**config.mk**
```make
export PLATFORM = sky130hd
export DESIGN_NAME = md5_digest_engine_unit
export DESIGN_NICKNAME = d
export VERILOG_FILES = /design/src/sv/md5_pkg.sv /design/src/sv/md5_round_unit.sv /design/src/sv/md5_block_buf.sv /design/src/sv/md5_digest_out.sv /design/src/sv/md5_digest_engine_unit.sv
export SDC_FILE = /design/constraint.sdc
export NUM_CORES = 2
export LEC_CHECK = 0
export ABC_CLOCK_PERIOD_IN_PS = 11900
export BUFFER_PORTS_ARGS = -buffer_cell sky130_fd_sc_hd__buf_2
export CAP_MARGIN = 0
export CORE_UTILIZATION = 50
export DETAILED_ROUTE_END_ITERATION = 6
export PLACE_DENSITY = 0.66
export SYNTH_ARGS = -nofsm -noshare
export SYNTH_HDL_FRONTEND = slang
export SYNTH_SLANG_ARGS = --single-unit
```
**constraint.sdc**
```tcl
create_clock -name clk -period 11.9 [get_ports clk]
set_input_delay 0.595 -clock clk [delete_from_list [all_inputs] [get_ports clk]]
set_output_delay 0.595 -clock clk [all_outputs]
set_load 0.05 [all_outputs]
```
**src/sv/md5_pkg.sv**
```systemverilog
// ----------------------------------------------------------------------------
// md5_pkg
// Shared types, constants and round tables of the MD5 digest engine.
// ----------------------------------------------------------------------------
package md5_pkg;

    // Initial chaining vector A, B, C, D
    localparam logic [31:0] IV_A = 32'h67452301;
    localparam logic [31:0] IV_B = 32'hEFCDAB89;
    localparam logic [31:0] IV_C = 32'h98BADCFE;
    localparam logic [31:0] IV_D = 32'h10325476;

    // First padding byte
    localparam logic [31:0] PAD_BYTE = 32'h00000080;

    // Fill level at which the bit length is appended
    localparam logic [5:0] LEN_FILL = 6'd56;

    localparam logic [5:0] LAST_ROUND = 6'd63;

    // Additive constant of each round
    localparam logic [31:0] ROUND_K [64] = '{
        32'hd76aa478, 32'he8c7b756, 32'h242070db, 32'hc1bdceee,
        32'hf57c0faf, 32'h4787c62a, 32'ha8304613, 32'hfd469501,
        32'h698098d8, 32'h8b44f7af, 32'hffff5bb1, 32'h895cd7be,
        32'h6b901122, 32'hfd987193, 32'ha679438e, 32'h49b40821,
        32'hf61e2562, 32'hc040b340, 32'h265e5a51, 32'he9b6c7aa,
        32'hd62f105d, 32'h02441453, 32'hd8a1e681, 32'he7d3fbc8,
        32'h21e1cde6, 32'hc33707d6, 32'hf4d50d87, 32'h455a14ed,
        32'ha9e3e905, 32'hfcefa3f8, 32'h676f02d9, 32'h8d2a4c8a,
        32'hfffa3942, 32'h8771f681, 32'h6d9d6122, 32'hfde5380c,
        32'ha4beea44, 32'h4bdecfa9, 32'hf6bb4b60, 32'hbebfbc70,
        32'h289b7ec6, 32'heaa127fa, 32'hd4ef3085, 32'h04881d05,
        32'hd9d4d039, 32'he6db99e5, 32'h1fa27cf8, 32'hc4ac5665,
        32'hf4292244, 32'h432aff97, 32'hab9423a7, 32'hfc93a039,
        32'h655b59c3, 32'h8f0ccc92, 32'hffeff47d, 32'h85845dd1,
        32'h6fa87e4f, 32'hfe2ce6e0, 32'ha3014314, 32'h4e0811a1,
        32'hf7537e82, 32'hbd3af235, 32'h2ad7d2bb, 32'heb86d391
    };

    // Rotate amount, indexed by {round group, round low bits}
    localparam logic [4:0] ROUND_S [16] = '{
        5'd7, 5'd12, 5'd17, 5'd22, 5'd5, 5'd9, 5'd14, 5'd20,
        5'd4, 5'd11, 5'd16, 5'd23, 5'd6, 5'd10, 5'd15, 5'd21
    };

    // Sequencer states
    typedef enum logic [3:0] {
        ST_IDLE,
        ST_ABSORB,
        ST_PAD80,
        ST_PADZ,
        ST_LEN_LO,
        ST_LEN_HI,
        ST_ROUND,
        ST_FOLD,
        ST_EMIT
    } state_t;

    // Chaining words, [0] is A
    typedef logic [3:0][31:0] chain_t;

    // Byte-granular write into one buffer word
    typedef struct packed {
        logic        en;
        logic [3:0]  idx;
        logic [1:0]  off;
        logic [2:0]  cnt;
        logic [31:0] data;
    } buf_wr_t;

    // Control of the shared round unit
    typedef struct packed {
        logic       start;
        logic       step;
        logic [5:0] rnd;
    } round_ctl_t;

    // Message word used by a round
    function automatic logic [3:0] msg_index(input logic [5:0] r);
        logic [3:0] rl;
        logic [3:0] w;
        rl = r[3:0];
        unique case (r[5:4])
            2'd0: w = rl;
            2'd1: w = 4'd1 + (rl << 2) + rl;
            2'd2: w = 4'd5 + (rl << 1) + rl;
            2'd3: w = (rl << 3) - rl;
        endcase
        return w;
    endfunction

endpackage

```
**src/sv/md5_round_unit.sv**
```systemverilog
// ----------------------------------------------------------------------------
// md5_round_unit
// Working registers A..D and the one MD5 round that updates them per cycle while ctl.step is set.
// ----------------------------------------------------------------------------
module md5_round_unit (
    input  logic                clk,
    input  md5_pkg::round_ctl_t ctl,
    input  md5_pkg::chain_t     chain,
    input  logic [31:0]         msg_word,
    output md5_pkg::chain_t     work
);

    md5_pkg::chain_t work_reg;
    md5_pkg::chain_t work_next;
    logic [31:0]     f_val;
    logic [31:0]     sum;
    logic [63:0]     dbl;
    logic [4:0]      shamt;

    // Round function, rotate and add
    always_comb
    begin
        unique case (ctl.rnd[5:4])
            2'd0: f_val = (work_reg[1] & work_reg[2]) | (~work_reg[1] & work_reg[3]);
            2'd1: f_val = (work_reg[1] & work_reg[3]) | (work_reg[2] & ~work_reg[3]);
            2'd2: f_val = work_reg[1] ^ work_reg[2] ^ work_reg[3];
            2'd3: f_val = work_reg[2] ^ (work_reg[1] | ~work_reg[3]);
        endcase
        sum   = work_reg[0] + f_val + msg_word + md5_pkg::ROUND_K[ctl.rnd];
        shamt = md5_pkg::ROUND_S[{ctl.rnd[5:4], ctl.rnd[1:0]}];
        dbl   = {sum, sum} << shamt;

        work_next = work_reg;
        if (ctl.start)
        begin
            work_next = chain;
        end
        else if (ctl.step)
        begin
            work_next[0] = work_reg[3];
            work_next[1] = work_reg[1] + dbl[63:32];
            work_next[2] = work_reg[1];
            work_next[3] = work_reg[2];
        end
    end

    // Hold the working words
    always_ff @(posedge clk)
    begin
        work_reg <= work_next;
    end

    assign work = work_reg;

endmodule

```
**src/sv/md5_block_buf.sv**
```systemverilog
// ----------------------------------------------------------------------------
// md5_block_buf
// Sixteen-word block buffer with byte-lane writes and one registered read port.
// ----------------------------------------------------------------------------
module md5_block_buf (
    input  logic             clk,
    input  md5_pkg::buf_wr_t wr,
    input  logic [3:0]       rd_idx,
    output logic [31:0]      rd_data
);

    logic [31:0] words_reg [16];
    logic [31:0] rd_data_reg;
    logic [31:0] shifted;
    logic [3:0]  lane_en;

    // Align the bytes to their lanes and mark the lanes written
    always_comb
    begin
        shifted = wr.data << {wr.off, 3'b000};
        for (int j = 0; j < 4; j++)
        begin
            lane_en[j] = wr.en && (3'(j) >= {1'b0, wr.off})
                         && (3'(j) < ({1'b0, wr.off} + wr.cnt));
        end
    end

    // Write the selected lanes
    always_ff @(posedge clk)
    begin
        for (int j = 0; j < 4; j++)
        begin
            if (lane_en[j])
            begin
                words_reg[wr.idx][8*j +: 8] <= shifted[8*j +: 8];
            end
        end
    end

    // Read one word, available the cycle after the address
    always_ff @(posedge clk)
    begin
        rd_data_reg <= words_reg[rd_idx];
    end

    assign rd_data = rd_data_reg;

endmodule

```
**src/sv/md5_digest_out.sv**
```systemverilog
// ----------------------------------------------------------------------------
// md5_digest_out
// Holds a finished digest and streams it out as four words.
// ----------------------------------------------------------------------------
module md5_digest_out (
    input  logic            clk,
    input  logic            rst_n,
    input  logic            load,
    input  md5_pkg::chain_t digest,
    output logic            busy,
    output logic            m_tvalid,
    input  logic            m_tready,
    output logic [31:0]     m_tdata,   // digest_word[31:0]
    output logic [1:0]      m_tuser,   // word_index[1:0]
    output logic            m_tlast
);

    md5_pkg::chain_t words_reg;
    logic [1:0]      idx_reg;
    logic            busy_reg;

    // Capture the digest
    always_ff @(posedge clk)
    begin
        if (load)
        begin
            words_reg <= digest;
        end
    end

    // Advance through the four words
    always_ff @(posedge clk or negedge rst_n)
    begin
        if (!rst_n)
        begin
            busy_reg <= 1'b0;
            idx_reg  <= 2'd0;
        end
        else if (load)
        begin
            busy_reg <= 1'b1;
            idx_reg  <= 2'd0;
        end
        else if (busy_reg && m_tready)
        begin
            if (idx_reg == 2'd3)
            begin
                busy_reg <= 1'b0;
            end
            idx_reg <= idx_reg + 2'd1;
        end
    end

    assign busy     = busy_reg;
    assign m_tvalid = busy_reg;
    assign m_tdata  = words_reg[idx_reg];
    assign m_tuser  = idx_reg;
    assign m_tlast  = (idx_reg == 2'd3);

endmodule

```
**src/sv/md5_digest_engine_unit.sv**
```systemverilog
// ----------------------------------------------------------------------------
// md5_digest_engine_unit
// MD5 digest of a byte message streamed in as little-endian 32-bit words.
// ----------------------------------------------------------------------------
// Input channel s_*: one item carries up to four message bytes (first byte in
// bits 7:0) and a byte count; s_tlast marks the final item of a message, an
// empty message being a single last item with count zero. Output channel m_*:
// four items per message, chaining words A..D, with m_tlast on D.
// Each item is accepted while the sequencer is idle and then written to the
// buffer, in two writes when it straddles a word boundary of the buffer. Each
// full block then runs the shared round unit, one round per cycle: 64 rounds
// and then a fold into the chaining words. After a last item, padding takes
// 3 to 18 buffer writes and one or two further compressions; after the final
// fold, the emit state hands the digest to the output registers, which then
// raise m_tvalid.
// The finished digest moves to an output register set, so the next message is
// taken while the receiver drains it; a second digest waits for that set to
// be free. s_tready is high only while the sequencer is idle.
// Reset restores the initial vector and clears fill level and length; the
// block buffer holds no reset value since every byte is written before use.
// ----------------------------------------------------------------------------
module md5_digest_engine_unit (
    input  logic        clk,
    input  logic        rst_n,
    input  logic        s_tvalid,
    output logic        s_tready,
    input  logic [39:0] s_tdata,    // data_word[31:0], valid_bytes[34:32], zero
    input  logic        s_tlast,
    output logic        m_tvalid,
    input  logic        m_tready,
    output logic [31:0] m_tdata,    // digest_word[31:0]
    output logic [1:0]  m_tuser,    // word_index[1:0]
    output logic        m_tlast
);

    md5_pkg::state_t     state_reg, state_next;
    md5_pkg::state_t     ret_reg, ret_next;
    md5_pkg::state_t     after;
    logic [31:0]         data_reg, data_next;
    logic [2:0]          rem_reg, rem_next;
    logic                last_reg, last_next;
    logic [5:0]          fill_reg, fill_next;
    logic [60:0]         len_reg, len_next;
    md5_pkg::chain_t     chain_reg, chain_next;
    logic [5:0]          rnd_reg, rnd_next;

    md5_pkg::buf_wr_t    buf_wr;
    md5_pkg::round_ctl_t rctl;
    md5_pkg::chain_t     work;
    logic [31:0]         msg_word;
    logic                out_load;
    logic                out_busy;

    logic [2:0]          nb;
    logic [2:0]          room;
    logic [2:0]          n_abs;
    logic [6:0]          fill_sum;
    logic [63:0]         bit_len;

    md5_pkg::chain_t     iv;

    assign iv      = {md5_pkg::IV_D, md5_pkg::IV_C, md5_pkg::IV_B, md5_pkg::IV_A};
    assign nb      = s_tdata[34] ? 3'd4 : s_tdata[34:32];
    assign room    = 3'd4 - {1'b0, fill_reg[1:0]};
    assign n_abs   = (rem_reg < room) ? rem_reg : room;
    assign bit_len = {len_reg, 3'b000};

    // Sequencer: next state, buffer writes and round control
    always_comb
    begin
        state_next = state_reg;
        ret_next   = ret_reg;
        data_next  = data_reg;
        rem_next   = rem_reg;
        last_next  = last_reg;
        fill_next  = fill_reg;
        len_next   = len_reg;
        chain_next = chain_reg;
        rnd_next   = rnd_reg;
        after      = state_reg;
        buf_wr     = '0;
        rctl       = '0;
        rctl.rnd   = rnd_reg;
        out_load   = 1'b0;
        s_tready   = 1'b0;

        unique case (state_reg)
            md5_pkg::ST_IDLE:
            begin
                s_tready = 1'b1;
                if (s_tvalid)
                begin
                    data_next = s_tdata[31:0];
                    rem_next  = nb;
                    last_next = s_tlast;
                    len_next  = len_reg + {58'd0, nb};
                    if (nb != 3'd0)
                    begin
                        state_next = md5_pkg::ST_ABSORB;
                    end
                    else if (s_tlast)
                    begin
                        state_next = md5_pkg::ST_PAD80;
                    end
                end
            end
            md5_pkg::ST_ABSORB:
            begin
                buf_wr.en   = 1'b1;
                buf_wr.idx  = fill_reg[5:2];
                buf_wr.off  = fill_reg[1:0];
                buf_wr.cnt  = n_abs;
                buf_wr.data = data_reg;
                rem_next    = rem_reg - n_abs;
                data_next   = data_reg >> {n_abs, 3'b000};
                if (rem_reg != n_abs)
                begin
                    after = md5_pkg::ST_ABSORB;
                end
                else if (last_reg)
                begin
                    after = md5_pkg::ST_PAD80;
                end
                else
                begin
                    after = md5_pkg::ST_IDLE;
                end
            end
            md5_pkg::ST_PAD80:
            begin
                buf_wr.en   = 1'b1;
                buf_wr.idx  = fill_reg[5:2];
                buf_wr.off  = fill_reg[1:0];
                buf_wr.cnt  = room;
                buf_wr.data = md5_pkg::PAD_BYTE;
                after       = md5_pkg::ST_PADZ;
            end
            md5_pkg::ST_PADZ:
            begin
                if (fill_reg == md5_pkg::LEN_FILL)
                begin
                    state_next = md5_pkg::ST_LEN_LO;
                end
                else
                begin
                    buf_wr.en   = 1'b1;
                    buf_wr.idx  = fill_reg[5:2];
                    buf_wr.cnt  = 3'd4;
                    after       = md5_pkg::ST_PADZ;
                end
            end
            md5_pkg::ST_LEN_LO:
            begin
                buf_wr.en   = 1'b1;
                buf_wr.idx  = fill_reg[5:2];
                buf_wr.cnt  = 3'd4;
                buf_wr.data = bit_len[31:0];
                after       = md5_pkg::ST_LEN_HI;
            end
            md5_pkg::ST_LEN_HI:
            begin
                buf_wr.en   = 1'b1;
                buf_wr.idx  = fill_reg[5:2];
                buf_wr.cnt  = 3'd4;
                buf_wr.data = bit_len[63:32];
                after       = md5_pkg::ST_EMIT;
            end
            md5_pkg::ST_ROUND:
            begin
                rctl.step = 1'b1;
                rnd_next  = rnd_reg + 6'd1;
                if (rnd_reg == md5_pkg::LAST_ROUND)
                begin
                    state_next = md5_pkg::ST_FOLD;
                end
            end
            md5_pkg::ST_FOLD:
            begin
                for (int i = 0; i < 4; i++)
                begin
                    chain_next[i] = chain_reg[i] + work[i];
                end
                state_next = ret_reg;
            end
            md5_pkg::ST_EMIT:
            begin
                if (!out_busy)
                begin
                    out_load   = 1'b1;
                    chain_next = iv;
                    len_next   = '0;
                    fill_next  = '0;
                    state_next = md5_pkg::ST_IDLE;
                end
            end
            default:
            begin
                state_next = md5_pkg::ST_IDLE;
            end
        endcase

        // Advance the fill level; a full block starts the compression
        fill_sum = {1'b0, fill_reg} + {4'd0, buf_wr.cnt};
        if (buf_wr.en)
        begin
            fill_next = fill_sum[5:0];
            if (fill_sum[6])
            begin
                state_next = md5_pkg::ST_ROUND;
                ret_next   = after;
                rctl.start = 1'b1;
                rnd_next   = '0;
            end
            else
            begin
                state_next = after;
            end
        end
    end

    // Control and chaining registers
    always_ff @(posedge clk or negedge rst_n)
    begin
        if (!rst_n)
        begin
            state_reg <= md5_pkg::ST_IDLE;
            ret_reg   <= md5_pkg::ST_IDLE;
            rem_reg   <= '0;
            last_reg  <= 1'b0;
            fill_reg  <= '0;
            len_reg   <= '0;
            chain_reg <= {md5_pkg::IV_D, md5_pkg::IV_C, md5_pkg::IV_B, md5_pkg::IV_A};
            rnd_reg   <= '0;
        end
        else
        begin
            state_reg <= state_next;
            ret_reg   <= ret_next;
            rem_reg   <= rem_next;
            last_reg  <= last_next;
            fill_reg  <= fill_next;
            len_reg   <= len_next;
            chain_reg <= chain_next;
            rnd_reg   <= rnd_next;
        end
    end

    // Hold the item's remaining bytes
    always_ff @(posedge clk)
    begin
        data_reg <= data_next;
    end

    // Fetch the message word of the coming round in the cycle before it runs
    md5_block_buf u_buf (
        .clk     (clk),
        .wr      (buf_wr),
        .rd_idx  (md5_pkg::msg_index(rnd_next)),
        .rd_data (msg_word)
    );

    md5_round_unit u_round (
        .clk      (clk),
        .ctl      (rctl),
        .chain    (chain_reg),
        .msg_word (msg_word),
        .work     (work)
    );

    md5_digest_out u_out (
        .clk      (clk),
        .rst_n    (rst_n),
        .load     (out_load),
        .digest   (chain_reg),
        .busy     (out_busy),
        .m_tvalid (m_tvalid),
        .m_tready (m_tready),
        .m_tdata  (m_tdata),
        .m_tuser  (m_tuser),
        .m_tlast  (m_tlast)
    );

    // Rounds run back to back without a gap
    a_round_count: assert property (@(posedge clk) disable iff (!rst_n)
        (state_reg == md5_pkg::ST_ROUND && rnd_reg != md5_pkg::LAST_ROUND)
        |=> (state_reg == md5_pkg::ST_ROUND && rnd_reg == $past(rnd_reg) + 6'd1))
        else $error("round counter skipped");

    // The buffer is stable while a block is compressed
    a_no_write_in_round: assert property (@(posedge clk) disable iff (!rst_n)
        (state_reg == md5_pkg::ST_ROUND || state_reg == md5_pkg::ST_FOLD)
        |-> !buf_wr.en)
        else $error("buffer written during compression");

    // A digest never overwrites one still being sent
    a_load_free: assert property (@(posedge clk) disable iff (!rst_n)
        out_load |-> (!out_busy && !m_tvalid))
        else $error("digest loaded while output busy");

    // Zero padding and length run on word-aligned fill levels
    a_pad_aligned: assert property (@(posedge clk) disable iff (!rst_n)
        (state_reg == md5_pkg::ST_PADZ || state_reg == md5_pkg::ST_LEN_LO
         || state_reg == md5_pkg::ST_LEN_HI) |-> (fill_reg[1:0] == 2'd0))
        else $error("padding on unaligned fill level");

endmodule
```
==> results.ini <==
[global_routing]
grt_pass1_vias = 44540
grt_pass1_wl_microns = 273400
antenna_found_initial = 4
grt_max_degree = 184
grt_usage_pct = 28.52
grt_remaining_overflow = 0

[setup_path]
critPathArrivalTime_ns = 11.38
worstSetupEndpointType = register
crit_path_max_incr_delay_ns = 0.75
crit_required_ns = 12.35
worst_setup_path_start_kind = register
timing.rr.start = rnd_reg[2]
crit_top_cell = o21ai_0
startpoint = rnd_reg[2]
cp_max_fo = 19
path_class = register to register
cp_slowest_cell = clkinv_1

[synthesis]
ys_top_cells_by_area = edfxtp_1, dfrtp_1, nand2_1
synth_top_area_share_pct = 39.21
syn_inst = 6055
synth-seq-cells = 1048
ys.flop_type = edfxtp_1
synth.cell_area_sq_um = 61270
async_flop_share_pct = 20.61
seq_area_frac_synth_pct = 49.21
synth_cell_types = 96
synth-warning-count = 0
synth_top_cell_by_area = edfxtp_1
synth_area_per_cell_sq_um = 10.12
synth_edf_count = 800
syn_nets = 6402

[timing]
rsz0062_at_grt = no
fin_tns_setup_ns = 0
setup-violations-final = 0
worst_pin_slew_ns = 1.343
finClkSkew_ns = 0.05672
maxSlewHeadroom_pct = 9.285
min_period_ns = 10.93
slew_violations = 0
finalHoldViolations = 0
post-route-period-util_pct = 91.88
fmax_mhz = 91.46

[routing]
drt-total-wl_microns = 180600
post-route-drc-count = 7
post_drt_wl_per_cell_microns = 23.47
drtIter0Drc = 5351
via_per_inst = 6.139
routed-via-count = 47240
drtAntennaViolNets = 0
drtPass1Iterations = 7

[finish]
largest_reg_flops = 512
nets = 6325
syn_to_final_growth_pct = 9.317
utilization_pct = 55.02
final_cell_mix = nand2_1, edfxtp_1, nor2_1
drive_gt1_share_pct = 9.326
final_common_cell = nand2_1

[flow_run]
max-cap-violations = 0

[placed_design]
hpwl_microns = 125900
finalWeightedCongestion = 0.9176
port_buffers = 76

[cts]
clk_latency_ns = 0.76
cts_max_level = 3
cts_setup_buffers = 0
root_buffer = clkbuf_16
cts_tree = built
clock-sinks = 1048
clkTransAtPathRegs_ns = 0.07
clk_path_buf_depth = 3
cts_buffers = 108

[die]
die_y_microns = 352.0
initial_core_util_pct = 50.34
die_w_microns = 352.0
core_sq_um = 121700
pin_count = 82
dieArea_sq_um = 123900
rows = 128

[outcome]
status = finished with violations
violations = DRC

[worst_hold_path]
hold_start = m_tready
hp-class = input port to register

-- area by class of cell --
cell class / instances / area [sq um]
timing repair buffer: 164 / 1129
inverter: 234 / 885.9
multi-input combinational: 4422 / 29090
sequential: 1048 / 30160
clock inverter: 65 / 774.5
clock buffer: 136 / 2898
antenna: 1 / 2.502
fill: 10540 / 54740
tap: 1625 / 2033
-- metal layers --
metal / wire (microns) / up-vias / track usage, %
li1: - / 21900 / -
met1: 74390 / 23240 / 37.39
met2: 87200 / 1733 / 47.43
met3: 11560 / 369 / 4.238
met4: 7449 / 4 / 11.44
met5: 23 / - / 0
-- logic make-up after synthesis --
kind of cell	after synthesis	share of synthesized area [%]
compound gates	1569	16.21
xor+xnor	287	4.127
fa+ha+maj	303	7.066
buf+inv	585	3.656
flops	1048	49.21
mux	237	4.893
simple gates	2026	14.83
-- final timing paths --
path	endpoint	slack, ns	cells past startpoint
max in group asynchronous	u_out.m_tuser[1]	10.02	3
hold reg to reg	ret_reg[0]	0.48	2
min in group asynchronous	chain_reg[107]	0.43	2
setup reg to reg	u_round.work[63]	0.97	35
setup / recovery	u_round.work[63]	0.97	35
hold / removal	u_out.busy	0.10	2
-- metrics by stage --
step / instances / hold WS [ns] / instance area [sq um] / setup WS, ns
floorplan: 6055 / 0.2994 / 61270 / 2.530
global placement: 7492 / 0.4644 / 63290 / 1.403
detailed placement: 7492 / 0.4697 / 63290 / 1.276
CTS: 7694 / 0.06044 / 66970 / 1.227
global route: 7694 / 0.09512 / 66970 / 0.2882
finish: 7695 / 0.1033 / 66970 / 0.9667
-- Yosys cell counts, types with 18 or more instances --
library cell  instances
nand2_1             927
edfxtp_1            800
nor2_1              422
o21ai_0             385
a21oi_1             368
clkbuf_1            280
ha_1                230
inv_1               229
a31oi_1             199
a211oi_1            182
mux2i_1             169
xnor2_1             158
dfrtp_1             152
and2_1              150
nand3_1             140
xor2_1              127
nor3_1               94
a21o_1               91
fa_1                 72
nor2b_1              65
dfstp_2              64
mux4_2               48
and3_1               42
nand2b_1             41
buf_1                36
buf_2                33
o21a_1               33
o31ai_1              33
dfxtp_1              32
o22ai_1              32
or3_1                32
a222oi_1             28
nor4_1               25
nand4_1              23
mux2_2               20
a22oi_1              19
or2_2                18
-- worst max-delay path, delay by kind of cell (launching register included) --
family / cells / cell delay, ns
flops: 1 / 0.71
mux: 1 / 0.47
compound gates: 17 / 4.34
xor+xnor: 2 / 0.62
buf+inv: 4 / 1.31
fa+ha+maj: 4 / 1.74
simple gates: 7 / 1.47
-- repair_timing --
item	CTS	global route
gates resized for setup	0	0
hold buffers	1	0
hold endpoints to repair	42	0
Power is not shown: default switching activity piles up to over one toggle a cycle in this logic, so the estimate is an artifact.
